## src/ufg_pkg.sv

```systemverilog
// Package for the utilization frequency governor: widths, word layouts,
// register indexes, reset values, sequencer states and shared structs. No dependencies.
package ufg_pkg;

    // field widths
    localparam int FREQ_W     = 19;
    localparam int UTIL_W     = 7;
    localparam int REP_W      = 8;
    localparam int TEMP_W     = 12;
    localparam int TIME_W     = 64;
    localparam int QUIET_W    = 27;
    localparam int STEP_W     = 17;
    localparam int VREQ_W     = 2;
    localparam int CFG_IDX_W  = 3;
    localparam int CFG_DATA_W = 27;

    // stream word layouts
    localparam int IN_REP_LSB    = 0;
    localparam int IN_TEMP_LSB   = IN_REP_LSB + REP_W;
    localparam int IN_NOW_LSB    = IN_TEMP_LSB + TEMP_W;
    localparam int IN_RUN_LSB    = IN_NOW_LSB + TIME_W;
    localparam int IN_BITS       = IN_RUN_LSB + FREQ_W;
    localparam int IN_TDATA_W    = ((IN_BITS + 7) / 8) * 8;

    localparam int OUT_GOAL_LSB  = 0;
    localparam int OUT_UTIL_LSB  = OUT_GOAL_LSB + FREQ_W;
    localparam int OUT_VREQ_LSB  = OUT_UTIL_LSB + UTIL_W;
    localparam int OUT_RAMP_LSB  = OUT_VREQ_LSB + VREQ_W;
    localparam int OUT_BITS      = OUT_RAMP_LSB + 1;
    localparam int OUT_TDATA_W   = ((OUT_BITS + 7) / 8) * 8;

    // shared divider
    localparam int DIV_W     = 26;
    localparam int DIVR_W    = 19;
    localparam int DIV_CNT_W = $clog2(DIV_W + 1);
    localparam int PCT_W     = DIV_W + 1;

    // arithmetic constants
    localparam logic [UTIL_W-1:0]        UTIL_MAX    = 7'd100;
    localparam logic [UTIL_W-1:0]        UTIL_IDLE   = 7'd20;
    localparam logic [DIVR_W-1:0]        PCT_SCALE   = 19'd100;
    localparam logic [DIVR_W-1:0]        TEMP_SCALE  = 19'd20;
    localparam logic signed [TEMP_W-1:0] TEMP_OFFSET = 12'sd320;
    localparam logic signed [TEMP_W-1:0] TEMP_COOL   = 12'sd480;
    localparam int                       HYST_PCT    = 5;

    // voltage request codes
    localparam logic [VREQ_W-1:0] VREQ_NONE = 2'd0;
    localparam logic [VREQ_W-1:0] VREQ_MID  = 2'd1;
    localparam logic [VREQ_W-1:0] VREQ_TOP  = 2'd2;

    // configuration register indexes
    localparam logic [CFG_IDX_W-1:0] REG_MIN_FREQ   = 3'd0;
    localparam logic [CFG_IDX_W-1:0] REG_MAX_FREQ   = 3'd1;
    localparam logic [CFG_IDX_W-1:0] REG_BUSY_PCT   = 3'd2;
    localparam logic [CFG_IDX_W-1:0] REG_QUIET_TIME = 3'd3;
    localparam logic [CFG_IDX_W-1:0] REG_COOLDOWN   = 3'd4;
    localparam logic [CFG_IDX_W-1:0] REG_DECAY_STEP = 3'd5;
    localparam logic [CFG_IDX_W-1:0] REG_TOP_VOLT   = 3'd6;
    localparam logic [CFG_IDX_W-1:0] REG_MID_VOLT   = 3'd7;

    typedef struct packed {
        logic [FREQ_W-1:0]  min_freq;
        logic [FREQ_W-1:0]  max_freq;
        logic [UTIL_W-1:0]  busy_pct;
        logic [QUIET_W-1:0] quiet_time;
        logic [QUIET_W-1:0] cooldown;
        logic [STEP_W-1:0]  decay_step;
        logic [FREQ_W-1:0]  top_volt;
        logic [FREQ_W-1:0]  mid_volt;
    } ufg_cfg_t;

    localparam ufg_cfg_t CFG_RESET = '{
        min_freq:   19'd125000,
        max_freq:   19'd266000,
        busy_pct:   7'd50,
        quiet_time: 27'd2000000,
        cooldown:   27'd500000,
        decay_step: 17'd10000,
        top_volt:   19'd250000,
        mid_volt:   19'd200000
    };

    typedef struct packed {
        logic              start;
        logic [DIV_W-1:0]  dividend;
        logic [DIVR_W-1:0] divisor;
    } ufg_div_req_t;

    typedef struct packed {
        logic busy;
        logic done;
    } ufg_div_stat_t;

    typedef enum logic [3:0] {
        ST_IDLE,
        ST_UTIL,
        ST_UTIL_WAIT,
        ST_TGT,
        ST_TGT_DIV,
        ST_TGT_WAIT,
        ST_PCT,
        ST_PCT_DIV,
        ST_PCT_WAIT,
        ST_DECIDE,
        ST_DECAY,
        ST_DONE
    } ufg_state_t;

endpackage

```

## src/ufg_div.sv

```systemverilog
// Shared restoring divider, one quotient bit per cycle.
// Depends on ufg_pkg.
module ufg_div (
    input  logic                    clk,
    input  logic                    rst_n,
    input  ufg_pkg::ufg_div_req_t   req,
    output ufg_pkg::ufg_div_stat_t  stat,
    output logic [ufg_pkg::DIV_W-1:0] quotient
);
    import ufg_pkg::*;

    logic                 busy_reg, busy_next;
    logic                 done_reg, done_next;
    logic [DIV_CNT_W-1:0] cnt_reg, cnt_next;
    logic [DIV_W-1:0]     quo_reg, quo_next;
    logic [DIVR_W-1:0]    rem_reg, rem_next;
    logic [DIVR_W-1:0]    dvs_reg, dvs_next;
    logic [DIVR_W:0]      rem_sh;
    logic [DIVR_W+1:0]    trial;

    always_comb
    begin
        rem_sh    = {rem_reg, quo_reg[DIV_W-1]};
        trial     = {1'b0, rem_sh} - {2'b00, dvs_reg};
        busy_next = busy_reg;
        done_next = 1'b0;
        cnt_next  = cnt_reg;
        quo_next  = quo_reg;
        rem_next  = rem_reg;
        dvs_next  = dvs_reg;
        if (req.start)
        begin
            quo_next  = req.dividend;
            rem_next  = '0;
            dvs_next  = req.divisor;
            cnt_next  = DIV_CNT_W'(DIV_W);
            busy_next = 1'b1;
        end
        else if (busy_reg)
        begin
            // trial subtract; keep the shifted remainder on borrow
            if (trial[DIVR_W+1])
                rem_next = rem_sh[DIVR_W-1:0];
            else
                rem_next = trial[DIVR_W-1:0];
            quo_next = {quo_reg[DIV_W-2:0], ~trial[DIVR_W+1]};
            cnt_next = cnt_reg - DIV_CNT_W'(1);
            if (cnt_reg == DIV_CNT_W'(1))
            begin
                busy_next = 1'b0;
                done_next = 1'b1;
            end
        end
    end

    always_ff @(posedge clk or negedge rst_n)
    begin
        if (!rst_n)
        begin
            busy_reg <= 1'b0;
            done_reg <= 1'b0;
            cnt_reg  <= '0;
        end
        else
        begin
            busy_reg <= busy_next;
            done_reg <= done_next;
            cnt_reg  <= cnt_next;
        end
    end

    always_ff @(posedge clk)
    begin
        quo_reg <= quo_next;
        rem_reg <= rem_next;
        dvs_reg <= dvs_next;
    end

    assign stat.busy = busy_reg;
    assign stat.done = done_reg;
    assign quotient  = quo_reg;

endmodule

```

## src/ufg_cfg.sv

```systemverilog
// Configuration register bank of the governor, written by index.
// Depends on ufg_pkg.
module ufg_cfg (
    input  logic                             clk,
    input  logic                             rst_n,
    input  logic                             wr_en,
    input  logic [ufg_pkg::CFG_IDX_W-1:0]    wr_index,
    input  logic [ufg_pkg::CFG_DATA_W-1:0]   wr_data,
    output ufg_pkg::ufg_cfg_t                cfg
);
    import ufg_pkg::*;

    ufg_cfg_t cfg_reg, cfg_next;

    always_comb
    begin
        cfg_next = cfg_reg;
        if (wr_en)
        begin
            case (wr_index)
                REG_MIN_FREQ:   cfg_next.min_freq   = wr_data[FREQ_W-1:0];
                REG_MAX_FREQ:   cfg_next.max_freq   = wr_data[FREQ_W-1:0];
                REG_BUSY_PCT:   cfg_next.busy_pct   = wr_data[UTIL_W-1:0];
                REG_QUIET_TIME: cfg_next.quiet_time = wr_data[QUIET_W-1:0];
                REG_COOLDOWN:   cfg_next.cooldown   = wr_data[QUIET_W-1:0];
                REG_DECAY_STEP: cfg_next.decay_step = wr_data[STEP_W-1:0];
                REG_TOP_VOLT:   cfg_next.top_volt   = wr_data[FREQ_W-1:0];
                REG_MID_VOLT:   cfg_next.mid_volt   = wr_data[FREQ_W-1:0];
                default:        cfg_next = cfg_reg;
            endcase
        end
    end

    always_ff @(posedge clk or negedge rst_n)
    begin
        if (!rst_n)
            cfg_reg <= CFG_RESET;
        else
            cfg_reg <= cfg_next;
    end

    assign cfg = cfg_reg;

endmodule

```

## src/utilization_frequency_governor.sv

```systemverilog
// Top level of the utilization frequency governor: sequencer, state and stream ports.
// Depends on ufg_pkg, ufg_div and ufg_cfg.
//
// Usage:
//   One input word per governor tick on s_axis_*. tuser carries the report flag; tdata
//   carries the reported utilization, the signed temperature in tenths of a degree,
//   the time in microseconds and the running frequency. One result word per tick
//   leaves on m_axis_*: goal frequency, utilization used, voltage code, ramp request.
//   The cfg_* channel writes the eight registers by index; cfg_ready is always high.
//   Write registers only while no tick is in flight.
// Sequencing:
//   A shared 26-step restoring divider runs up to three times per tick: temperature
//   to percent (only when there is no report and the die is at 32.0 C or above), span
//   scaling, and goal percentage (skipped when max <= min leaves the span zero).
//   s_axis_tready rises with the result, so a new tick is taken only once the last
//   one's result word is in the output register.
// Reset: registers take their defaults, the goal is the default minimum (125000 kHz),
//   both activity and decay time stamps are zero.
// Back-pressure: the next tick runs while the result waits in the output register; a
//   finished tick holds in its last state until that register is free.
module utilization_frequency_governor (
    input  logic                               clk,
    input  logic                               rst_n,
    // input stream
    input  logic                               s_axis_tvalid,
    output logic                               s_axis_tready,
    // [7:0] reported_util, [19:8] temp_tenths, [83:20] now_us,
    // [102:84] running_khz, [103] zero
    input  logic [ufg_pkg::IN_TDATA_W-1:0]     s_axis_tdata,
    // [0] report_present
    input  logic                               s_axis_tuser,
    // output stream
    output logic                               m_axis_tvalid,
    input  logic                               m_axis_tready,
    // [18:0] goal_khz, [25:19] util_percent, [27:26] voltage_request,
    // [28] ramp_request, [31:29] zero
    output logic [ufg_pkg::OUT_TDATA_W-1:0]    m_axis_tdata,
    // configuration write channel
    input  logic                               cfg_valid,
    output logic                               cfg_ready,
    input  logic [ufg_pkg::CFG_IDX_W-1:0]      cfg_index,
    input  logic [ufg_pkg::CFG_DATA_W-1:0]     cfg_data
);
    import ufg_pkg::*;

    ufg_cfg_t      cfg;
    ufg_div_req_t  div_req;
    ufg_div_stat_t div_stat;
    logic [DIV_W-1:0] div_quo;

    ufg_state_t state_reg, state_next;

    // control and architectural state
    logic [FREQ_W-1:0]      goal_reg, goal_next;
    logic [TIME_W-1:0]      last_busy_reg, last_busy_next;
    logic [TIME_W-1:0]      last_decay_reg, last_decay_next;
    logic                   out_valid_reg, out_valid_next;

    // per-tick working registers
    logic                   has_reg, has_next;
    logic [REP_W-1:0]       rep_reg, rep_next;
    logic signed [TEMP_W-1:0] temp_reg, temp_next;
    logic [TIME_W-1:0]      now_reg, now_next;
    logic [FREQ_W-1:0]      run_reg, run_next;
    logic [UTIL_W-1:0]      util_reg, util_next;
    logic [DIV_W-1:0]       prod_reg, prod_next;
    logic [FREQ_W-1:0]      target_reg, target_next;
    logic signed [PCT_W-1:0] pct_reg, pct_next;
    logic                   neg_reg, neg_next;
    logic                   quiet_reg, quiet_next;
    logic                   cool_reg, cool_next;
    logic [OUT_TDATA_W-1:0] out_data_reg, out_data_next;

    // combinational helpers
    logic                   accept;
    logic                   out_free;
    logic [FREQ_W-1:0]      span;
    logic signed [TEMP_W-1:0] temp_sub;
    logic [FREQ_W:0]        goal_diff;
    logic [FREQ_W:0]        goal_mag;
    logic [PCT_W-1:0]       quo_ext;
    logic signed [PCT_W:0]  hyst_diff;
    logic [FREQ_W:0]        decayed;
    logic [TIME_W-1:0]      since_busy;
    logic [TIME_W-1:0]      since_decay;
    logic [VREQ_W-1:0]      vreq;

    ufg_cfg u_cfg (
        .clk      (clk),
        .rst_n    (rst_n),
        .wr_en    (cfg_valid),
        .wr_index (cfg_index),
        .wr_data  (cfg_data),
        .cfg      (cfg)
    );

    ufg_div u_div (
        .clk      (clk),
        .rst_n    (rst_n),
        .req      (div_req),
        .stat     (div_stat),
        .quotient (div_quo)
    );

    assign cfg_ready     = 1'b1;
    assign s_axis_tready = (state_reg == ST_IDLE);
    assign accept        = s_axis_tvalid && s_axis_tready;
    assign out_free      = !out_valid_reg || m_axis_tready;
    assign m_axis_tvalid = out_valid_reg;
    assign m_axis_tdata  = out_data_reg;

    always_comb
    begin
        // defaults
        state_next      = state_reg;
        goal_next       = goal_reg;
        last_busy_next  = last_busy_reg;
        last_decay_next = last_decay_reg;
        out_valid_next  = out_valid_reg && !m_axis_tready;
        has_next        = has_reg;
        rep_next        = rep_reg;
        temp_next       = temp_reg;
        now_next        = now_reg;
        run_next        = run_reg;
        util_next       = util_reg;
        prod_next       = prod_reg;
        target_next     = target_reg;
        pct_next        = pct_reg;
        neg_next        = neg_reg;
        quiet_next      = quiet_reg;
        cool_next       = cool_reg;
        out_data_next   = out_data_reg;
        div_req         = '0;

        span        = (cfg.max_freq > cfg.min_freq) ? (cfg.max_freq - cfg.min_freq) : '0;
        temp_sub    = temp_reg - TEMP_OFFSET;
        goal_diff   = {1'b0, goal_reg} - {1'b0, cfg.min_freq};
        goal_mag    = goal_diff[FREQ_W] ? (~goal_diff + 1'b1) : goal_diff;
        quo_ext     = {1'b0, div_quo};
        hyst_diff   = $signed({{(PCT_W+1-UTIL_W){1'b0}}, util_reg}) - $signed({pct_reg[PCT_W-1],
                      pct_reg});
        decayed     = {1'b0, goal_reg} - {{(FREQ_W+1-STEP_W){1'b0}}, cfg.decay_step};
        since_busy  = now_reg - last_busy_reg;
        since_decay = now_reg - last_decay_reg;

        if (goal_reg > run_reg)
        begin
            if (goal_reg > cfg.top_volt)
                vreq = VREQ_TOP;
            else if (goal_reg > cfg.mid_volt)
                vreq = VREQ_MID;
            else
                vreq = VREQ_NONE;
        end
        else
            vreq = VREQ_NONE;

        case (state_reg)
            ST_IDLE:
            begin
                if (accept)
                begin
                    has_next  = s_axis_tuser;
                    rep_next  = s_axis_tdata[IN_REP_LSB +: REP_W];
                    temp_next = s_axis_tdata[IN_TEMP_LSB +: TEMP_W];
                    now_next  = s_axis_tdata[IN_NOW_LSB +: TIME_W];
                    run_next  = s_axis_tdata[IN_RUN_LSB +: FREQ_W];
                    // activity uses the unclamped report
                    if (s_axis_tuser &&
                        (s_axis_tdata[IN_REP_LSB +: REP_W] > {1'b0, cfg.busy_pct}))
                        last_busy_next = s_axis_tdata[IN_NOW_LSB +: TIME_W];
                    state_next = ST_UTIL;
                end
            end
            ST_UTIL:
            begin
                if (has_reg)
                begin
                    util_next  = (rep_reg > {1'b0, UTIL_MAX}) ? UTIL_MAX : rep_reg[UTIL_W-1:0];
                    state_next = ST_TGT;
                end
                else if (temp_reg >= TEMP_OFFSET)
                begin
                    // (T - 320) / 20, never above 86 for a 12-bit temperature
                    div_req.start    = 1'b1;
                    div_req.dividend = {{(DIV_W-TEMP_W){1'b0}}, temp_sub};
                    div_req.divisor  = TEMP_SCALE;
                    state_next       = ST_UTIL_WAIT;
                end
                else
                begin
                    util_next  = '0;
                    state_next = ST_TGT;
                end
            end
            ST_UTIL_WAIT:
            begin
                if (div_stat.done)
                begin
                    util_next  = div_quo[UTIL_W-1:0];
                    state_next = ST_TGT;
                end
            end
            ST_TGT:
            begin
                prod_next  = DIV_W'(span) * DIV_W'(util_reg);
                quiet_next = since_busy > {{(TIME_W-QUIET_W){1'b0}}, cfg.quiet_time};
                state_next = ST_TGT_DIV;
            end
            ST_TGT_DIV:
            begin
                div_req.start    = 1'b1;
                div_req.dividend = prod_reg;
                div_req.divisor  = PCT_SCALE;
                state_next       = ST_TGT_WAIT;
            end
            ST_TGT_WAIT:
            begin
                if (div_stat.done)
                begin
                    // quotient never exceeds span, so target stays within max unless max is below min
                    target_next = cfg.min_freq + div_quo[FREQ_W-1:0];
                    state_next  = ST_PCT;
                end
            end
            ST_PCT:
            begin
                neg_next   = goal_diff[FREQ_W];
                prod_next  = DIV_W'(goal_mag[FREQ_W-1:0]) * DIV_W'(PCT_SCALE);
                cool_next  = since_decay >= {{(TIME_W-QUIET_W){1'b0}}, cfg.cooldown};
                state_next = ST_PCT_DIV;
            end
            ST_PCT_DIV:
            begin
                if (span == '0)
                begin
                    pct_next   = '0;
                    state_next = ST_DECIDE;
                end
                else
                begin
                    div_req.start    = 1'b1;
                    div_req.dividend = prod_reg;
                    div_req.divisor  = span;
                    state_next       = ST_PCT_WAIT;
                end
            end
            ST_PCT_WAIT:
            begin
                if (div_stat.done)
                begin
                    // truncation toward zero: divide magnitude, then restore sign
                    pct_next   = neg_reg ? -$signed(quo_ext) : $signed(quo_ext);
                    state_next = ST_DECIDE;
                end
            end
            ST_DECIDE:
            begin
                // hysteresis on the signed distance to the goal's own percentage
                if ((target_reg != goal_reg) &&
                    ((hyst_diff > (PCT_W+1)'(HYST_PCT)) || (hyst_diff < -(PCT_W+1)'(HYST_PCT))))
                    goal_next = target_reg;
                state_next = ST_DECAY;
            end
            ST_DECAY:
            begin
                // idle decay: no report, cool, lightly loaded, goal above min, quiet long enough, cooldown expired
                if (!has_reg && (util_reg < UTIL_IDLE) && (temp_reg < TEMP_COOL) &&
                    (goal_reg > cfg.min_freq) && quiet_reg && cool_reg)
                begin
                    if (decayed[FREQ_W] || (decayed[FREQ_W-1:0] < cfg.min_freq))
                        goal_next = cfg.min_freq;
                    else
                        goal_next = decayed[FREQ_W-1:0];
                    last_decay_next = now_reg;
                end
                state_next = ST_DONE;
            end
            ST_DONE:
            begin
                if (out_free)
                begin
                    out_data_next  = {{(OUT_TDATA_W-OUT_BITS){1'b0}}, (goal_reg != run_reg),
                                      vreq, util_reg, goal_reg};
                    out_valid_next = 1'b1;
                    state_next     = ST_IDLE;
                end
            end
            default:
            begin
                state_next = ST_IDLE;
            end
        endcase
    end

    always_ff @(posedge clk or negedge rst_n)
    begin
        if (!rst_n)
        begin
            state_reg      <= ST_IDLE;
            goal_reg       <= CFG_RESET.min_freq;
            last_busy_reg  <= '0;
            last_decay_reg <= '0;
            out_valid_reg  <= 1'b0;
        end
        else
        begin
            state_reg      <= state_next;
            goal_reg       <= goal_next;
            last_busy_reg  <= last_busy_next;
            last_decay_reg <= last_decay_next;
            out_valid_reg  <= out_valid_next;
        end
    end

    always_ff @(posedge clk)
    begin
        has_reg      <= has_next;
        rep_reg      <= rep_next;
        temp_reg     <= temp_next;
        now_reg      <= now_next;
        run_reg      <= run_next;
        util_reg     <= util_next;
        prod_reg     <= prod_next;
        target_reg   <= target_next;
        pct_reg      <= pct_next;
        neg_reg      <= neg_next;
        quiet_reg    <= quiet_next;
        cool_reg     <= cool_next;
        out_data_reg <= out_data_next;
    end

endmodule

```

## config.mk

```make
export PLATFORM = sky130hd
export DESIGN_NAME = utilization_frequency_governor
export DESIGN_NICKNAME = d
export VERILOG_FILES = /design/src/ufg_pkg.sv /design/src/ufg_div.sv /design/src/ufg_cfg.sv /design/src/utilization_frequency_governor.sv
export SDC_FILE = /design/constraint.sdc
export NUM_CORES = 2
export LEC_CHECK = 0
export BUFFER_PORTS_ARGS = -buffer_cell sky130_fd_sc_hd__buf_2
export CAP_MARGIN = 10
export CORE_MARGIN = 3
export CORE_UTILIZATION = 30
export CTS_BUF_LIST = sky130_fd_sc_hd__clkbuf_8
export DETAILED_ROUTE_END_ITERATION = 12
export PLACE_DENSITY_LB_ADDON = 0.08
export SLEW_MARGIN = 10
export SYNTH_ARGS = -nofsm -noshare
export SYNTH_HDL_FRONTEND = slang
export SYNTH_SLANG_ARGS = --single-unit
```

## constraint.sdc

```tcl
create_clock -name clk -period 16.9 [get_ports clk]
set_clock_uncertainty 0.2 [all_clocks]
set_input_delay 0 -clock clk [delete_from_list [all_inputs] [get_ports clk]]
set_output_delay 0 -clock clk [all_outputs]
set_load 0.03 [all_outputs]
```

## Yosys cells after proc, flatten, opt, wreduce, memory -nomap -nowiden

Cells that the tools add are included.

| storage, ports and cells | value |
|---|---|
| memories kept | 0 |
| logic and storage cells | 181 |
| register bits | 592 |
| output and inout port bits | 35 |
| RAM bits | 0 |
| latch bits | 0 |
| ROM bits | 0 |

| operators by class | value |
|---|---|
| equality and inequality tests | 30 |
| reduce and logical (&&, ||, !) cells | 41 |
| shifts and indexed selects | 0 |
| div/mod/pow operators | 0 |
| multipliers | 2 |
| add/subtract/negate cells | 12 |
| muxes and demuxes | 44 |
| bitwise operators | 3 |
| $lt $le $gt $ge | 15 |

Operator list:

| kind | count |
|---|---|
| $mux W46 | 3 |
| $pmux W46 S3 | 1 |
| $sub A64 B64 Y64 | 2 |
| $mux W19 | 6 |
| $gt A19 B19 Y1 | 5 |
| $mux W27 | 3 |
| $ge A64 B27 Y1 | 1 |
| $gt A64 B27 Y1 | 1 |
| $pmux W27 S2 | 1 |
| $mux W26 | 2 |
| $pmux W26 S2 | 1 |
| $pmux W4 S12 | 1 |
| $ne A19 B19 Y1 | 2 |
| $pmux W19 S2 | 1 |
| $gt A28 B4 Y1 const B | 1 |
| $lt A28 B4 Y1 const B | 1 |
| $mux W7 | 4 |
| $sub A8 B27 Y28 | 1 |
| $neg A26 Y27 | 1 |
| $mul A19 B7 Y26 | 1 |
| $mul A19 B5 Y24 const B | 1 |
| $reduce_and A2 Y1 | 12 |
| $sub A20 B19 Y21 | 1 |
| $mux W4 | 5 |
| 40 further kinds | 89 |

## Longest topological paths before layout

| logic depth | value |
|---|---|
| word-level depth | 8 |
| mapped depth | 36 |
| gate-level depth less buffers | 34 |

## Modules after synthesis

Synthesis repeated with hierarchy kept, for this count alone.

| second synthesis, totals | value |
|---|---|
| cell total of the unflattened synthesis | 4808 |
| area, all modules | 46943.8 um^2 |

By module, submodules not included:

| module | area an instance (um^2) | seq. area each (um^2) | cells an instance | times used |
|---|---|---|---|---|
| utilization_frequency_governor | 36957.9 | 10268.6 | 4126 | 1 |
| ufg_cfg | 6100.9 | 3913.8 | 334 | 1 |
| ufg_div | 3885.0 | 1906.8 | 348 | 1 |

## Worst setup path before layout

Ideal clock, no wire load.

| timing path | value |
|---|---|
| path kind | reg-to-reg |
| from | reg u_cfg.cfg_reg (netlist bit u_cfg.cfg[136]) |
| to | reg prod_reg[24] (data pin) |
| slack | 8.721 ns |
| data arrival time | 7.717 ns |
| stages on the path, launching flop included | 36 |
| period minus slack after synthesis | 8.179 ns |
| library setup time | 0.262 ns |
| required time | 16.438 ns |
| buffers on the path | 2 |
| cell sequence | dfrtp_1 -> inv_1 -> ha_1 -> nor2b_1 -> o21a_1 -> o21ai_1 -> a21o_1 -> a21oi_1 -> a211oi_1 -> o31ai_1 -> or2_2 -> a21oi_1 -> clkbuf_1 -> clkbuf_1 -> nor2_1 -> nand2_1 -> fa_1 -> fa_1 -> inv_1 -> fa_1 -> inv_1 -> fa_1 -> inv_1 -> ha_1 -> nor3_1 -> o21ai_0 -> a31o_2 -> a21oi_1 -> o21ai_0 -> and2_1 -> o41ai_1 -> o21ai_0 -> o41ai_1 -> o21ai_0 -> xnor2_1 -> mux2i_1 |

| on the way | value |
|---|---|
| cells in the longest elaborated chain, start to end | 6 |
| elaborated cells on any way between the ends | 10 |

RTL lines:

| what | line | RTL |
|---|---|---|
| from (decl) | ufg_cfg.sv:13 | `ufg_cfg_t cfg_reg, cfg_next;` |
| from (signal assigned) | ufg_cfg.sv:39 | `cfg_reg <= cfg_next;` |
| $sub A19 B19 Y20 | utilization_frequency_governor.sv:137 | `goal_diff = {1'b0, goal_reg} - {1'b0, cfg.min_freq};` |
| $not A19 Y19 | utilization_frequency_governor.sv:138 | `goal_mag = goal_diff[FREQ_W] ? (~goal_diff + 1'b1) : goal_diff;` |
| $add A19 B1 Y19 | utilization_frequency_governor.sv:138 |  |
| $mux W19 | utilization_frequency_governor.sv:138 |  |
| $mul A19 B5 Y24 | utilization_frequency_governor.sv:229 | `prod_next = DIV_W'(goal_mag[FREQ_W-1:0]) * DIV_W'(PCT_SCALE);` |
| $pmux W26 S2 * | utilization_frequency_governor.sv:158 | `case (state_reg)` |
| via prod_next[24] | utilization_frequency_governor.sv:66 | `logic [DIV_W-1:0] prod_reg, prod_next;` |
| to (signal assigned) | utilization_frequency_governor.sv:324 | `prod_reg <= prod_next;` |
| to (decl) | utilization_frequency_governor.sv:66 |  |

Mark *: on every way through the listed nets, which the timed path passes. The rest lies on a longest branch.
A chain may end at the register's enable or synchronous reset.

## Worst setup path in the final report

Ends and elaborated chain as after synthesis.

==> results.md <==
- Starting Density: between 30% and 40%
- Syn Std Cell Area: 45640 sq um
- WS Path Type: flop to flop
- Drt drc: 0
- Wire per inst: 20.39 um
- Slew @ Worst Pin: approximately 1.2 ns
- Post-Route Utilization: 36.11%
- P_sw: 3510 uW
- Ports: 175
- Worst setup margin: 7.680 ns
- Outcome: finished, final reports clean
- Mean Syn Cell Area: ~9.5 sq um
- Fraction of layout cells with a size suffix above 1: 13.80%
- Area delta synth->final: 19.08%
- Worst Path Arrival: 9.62 ns
- Clock share of power: 18.9%
- CP endpoint: prod_reg[24]
- Routed Antenna Nets: 0
- Worst R2R Path Depth: 33
- Flop2flop setup slack: 7.68 ns
- Number of port buffers: 169
- Root Driver: clkbuf_8
- Initial antenna violation count: 14
- Setup TNS: 0 ns
- Sw Share: 42.81%
- Multi-input gate area: 26860 sq um
- Synth warn: 0
- DR vias/cell: 4.931
- Hold Crit Class: input port to flop
- DIE AREA: 156800 sq um
- Via Count: between 30k and 40k
- RR Endpoint: prod_reg[24]
- Number of flip-flops in the largest register: 154
- CP Capture Type: flop
- Unrepaired setup endpoints after global routing: false
- HPWL after detailed placement: 114400 um
- Post-Syn Instances: just under 5k
- FF/Latch Area: ~16000 sq um
- GP Congestion: ~0.87
- Worst path max stage delay: 0.56 ns
- Vias in the first global route: 37.15k
- Slowest CP cell: fa_1
- Worst reg2reg path startpoint: u_cfg.cfg[136]
- Die span in x: 396.0 um
- Sequential share of power: between 20% and 30%
- Finish-stage setup viols: 0
- CTS Buf Count: 115
- Largest net degree at the start of global routing: 145
- Peak VDD IR: 0.2023 mV
- Wire length of the first global-routing pass: 231900 um
- Crit start category: flop
- H-tree Lvls: 3
- FP Rows: 142
- Final Max Slew Viols: 0
- #FFs+latches synth: 592
- Post-CTS sizing: 0
- Buf+Inv Stages, Crit Path: 4
- Worst Setup SP: u_cfg.cfg[136]
- WP depth: 33
- Post-place setup slack: between 7 and 8 ns
- Register area share after synthesis: about a third
- Clock-pin slew on the worst setup and hold paths: 0.07 ns
- Total leakage power: 0.02394 uW
- Period utilization: 54.56%
- Dominant synthesized flop cell: edfxtp_1
- Count of final hold-check violations: 0
- Number of flops mapped to enable cells by yosys: 260
- Max-Cap Viols: 0
- Final worst path period need: 9.220 ns
- Final net count: 6020
- Most frequent cells in the layout: inv_1 (601), ha_1 (472), nor2_1 (349)
- CTS max path bufs: 3
- Logic pwr share: a little under 60%
- DIE HEIGHT: 396.0 um
- Floorplan Core Area: 150500 sq um
- Synth unique cells: 95
- Worst slew margin: 21.35%
- Worst Path Max Fanout: 40
- First-pass iteration count of the detailed router: 6
- CTS tree: done
- Total Routed Length: between 150000 and 200000 um
- PD cells: 150.9 nW/um^2
- Worst skew pair latency: 0.86 ns
- Clock sink count: 592
- Initial DRC Count: 1946
- Most common cell after layout, fill and taps aside: inv_1
- CP top delay family: compound AO/OA/AOI/OAI gates
- Post-Layout Cell Count: about 7.4k
- Placed cell count: 6899
- GR Overflow Total: 0
- WP data required: 17.30 ns
- GRT Util Overall: 19.25%
- Asr flop ratio synth: 52.87%
- Fillcell total: 15.58k
- Maximum clock rate: ~0.11 GHz
- Int Pwr: roughly 4700 uW
==> through the flow <==
stage               hold WS, ns  cell area (sq um)  total power, uW
CTS                     0.01038              54310             8365
detailed placement      -0.1544              48860             6675
floorplan               -0.4956              45650             5485
global route            0.02862              54340             9069
finish                  0.08132              54350             8200
global placement        -0.1558              48860             6671
==> cells in the mapped netlist (all sizes together), types with 17 or more instances <==
| library cell | instances | area [sq um] |
|---|---|---|
| fa | 106 | 2122 |
| nor2b | 55 | 344.1 |
| o31ai | 30 | 252.7 |
| and2 | 41 | 257.8 |
| nor3 | 81 | 410.4 |
| a211oi | 34 | 260.3 |
| buf | 22 | 128.9 |
| edfxtp | 260 | 7807 |
| nor2 | 351 | 1320 |
| dfstp | 55 | 1445 |
| a31oi | 32 | 200.2 |
| o21bai | 52 | 390.4 |
| nand2b | 39 | 244.0 |
| and3 | 50 | 312.8 |
| a22o | 21 | 183.9 |
| o21a | 46 | 345.3 |
| ha | 472 | 5906 |
| a2111oi | 17 | 155.1 |
| o211ai | 29 | 217.7 |
| clkbuf | 122 | 470.5 |
| nand4 | 76 | 475.5 |
| mux2i | 45 | 450.4 |
| a21boi | 22 | 165.2 |
| a21o | 113 | 853.3 |
| o21ai | 275 | 1388 |
| xor2 | 99 | 867.1 |
| mux2 | 251 | 2826 |
| dfrtp | 258 | 6456 |
| or3 | 34 | 212.7 |
| nor4 | 23 | 150.1 |
| dfxtp | 19 | 380.4 |
| xnor2 | 167 | 1463 |
| nand2 | 337 | 1265 |
| nand3 | 74 | 370.4 |
| inv | 560 | 2102 |
| a21oi | 324 | 1622 |
==> cell families after synthesis <==
group	count (synthesis)	share of synthesized area [%]
buffers and inverters	707	6.070
AND/OR/NAND/NOR	1241	13.15
AO/OA/AOI/OAI	1121	15.63
XOR/XNOR	266	5.105
other	2	0.01646
flip-flops	592	35.25
multiplexers	296	7.180
adder cells (fa/ha/maj)	578	17.59
==> final cells by class <==
class | count | area share (%)
antenna | 6 | 0.02763
multi-input combinational | 3506 | 49.42
inverter | 561 | 3.875
timing repair buffer | 526 | 7.957
clock inverter | 89 | 1.158
sequential | 592 | 29.61
clock buffer | 131 | 3.318
tap | 2016 | 4.641
==> power by group through the flow <==
stage / combinational (uW) / clock [uW] / sequential [uW]
5_1_grt: 5560 / 1680 / 1830
6_report: 4830 / 1550 / 1820
4_1_cts: 4920 / 1620 / 1820
2_1_floorplan: 3650 / 0 / 1830
3_5_place_dp: 4830 / 0 / 1850
3_3_place_gp: 4820 / 0 / 1850
==> per-layer routing <==
| metal | track usage [%] | vias to the layer above | share of wire (%) |
|---|---|---|---|
| li1 | - | 18070 | - |
| met1 | 26.07 | 17700 | 47 |
| met2 | 32.16 | 659 | 47 |
| met3 | 2.616 | 200 | 3.6 |
| met4 | 5.162 | 0 | 2.7 |
| met5 | 0 | - | 0 |
==> worst min-delay path by stage <==
stage / startpoint / end / slack, ns / cells past startpoint
after floorplan: rst_n / goal_reg[0] / -0.50 / 0
final: cfg_data[0] / u_cfg.cfg[19] / 0.08 / 3
after CTS: cfg_index[2] / u_cfg.cfg[114] / 0.01 / 6
after detailed placement: rst_n / last_busy_reg[54] / -0.15 / 1
after global routing: cfg_data[0] / u_cfg.cfg[0] / 0.03 / 3
after global placement: rst_n / last_busy_reg[54] / -0.16 / 1
==> tightest hold or removal path: cells and delay by family <==
| kind | cells | cell delay (ns) |
|---|---|---|
| buf+inv | 2 | 0.87 |
| mux | 1 | 0.22 |
==> what timing repair did <==
| action | 4_1_cts | 5_1_grt |
|---|---|---|
| buffers inserted | 0 | 0 |
| endpoints found under the hold margin | 627 | 0 |
| hold buffers | 300 | 0 |
(Power assumes the default switching activity.)
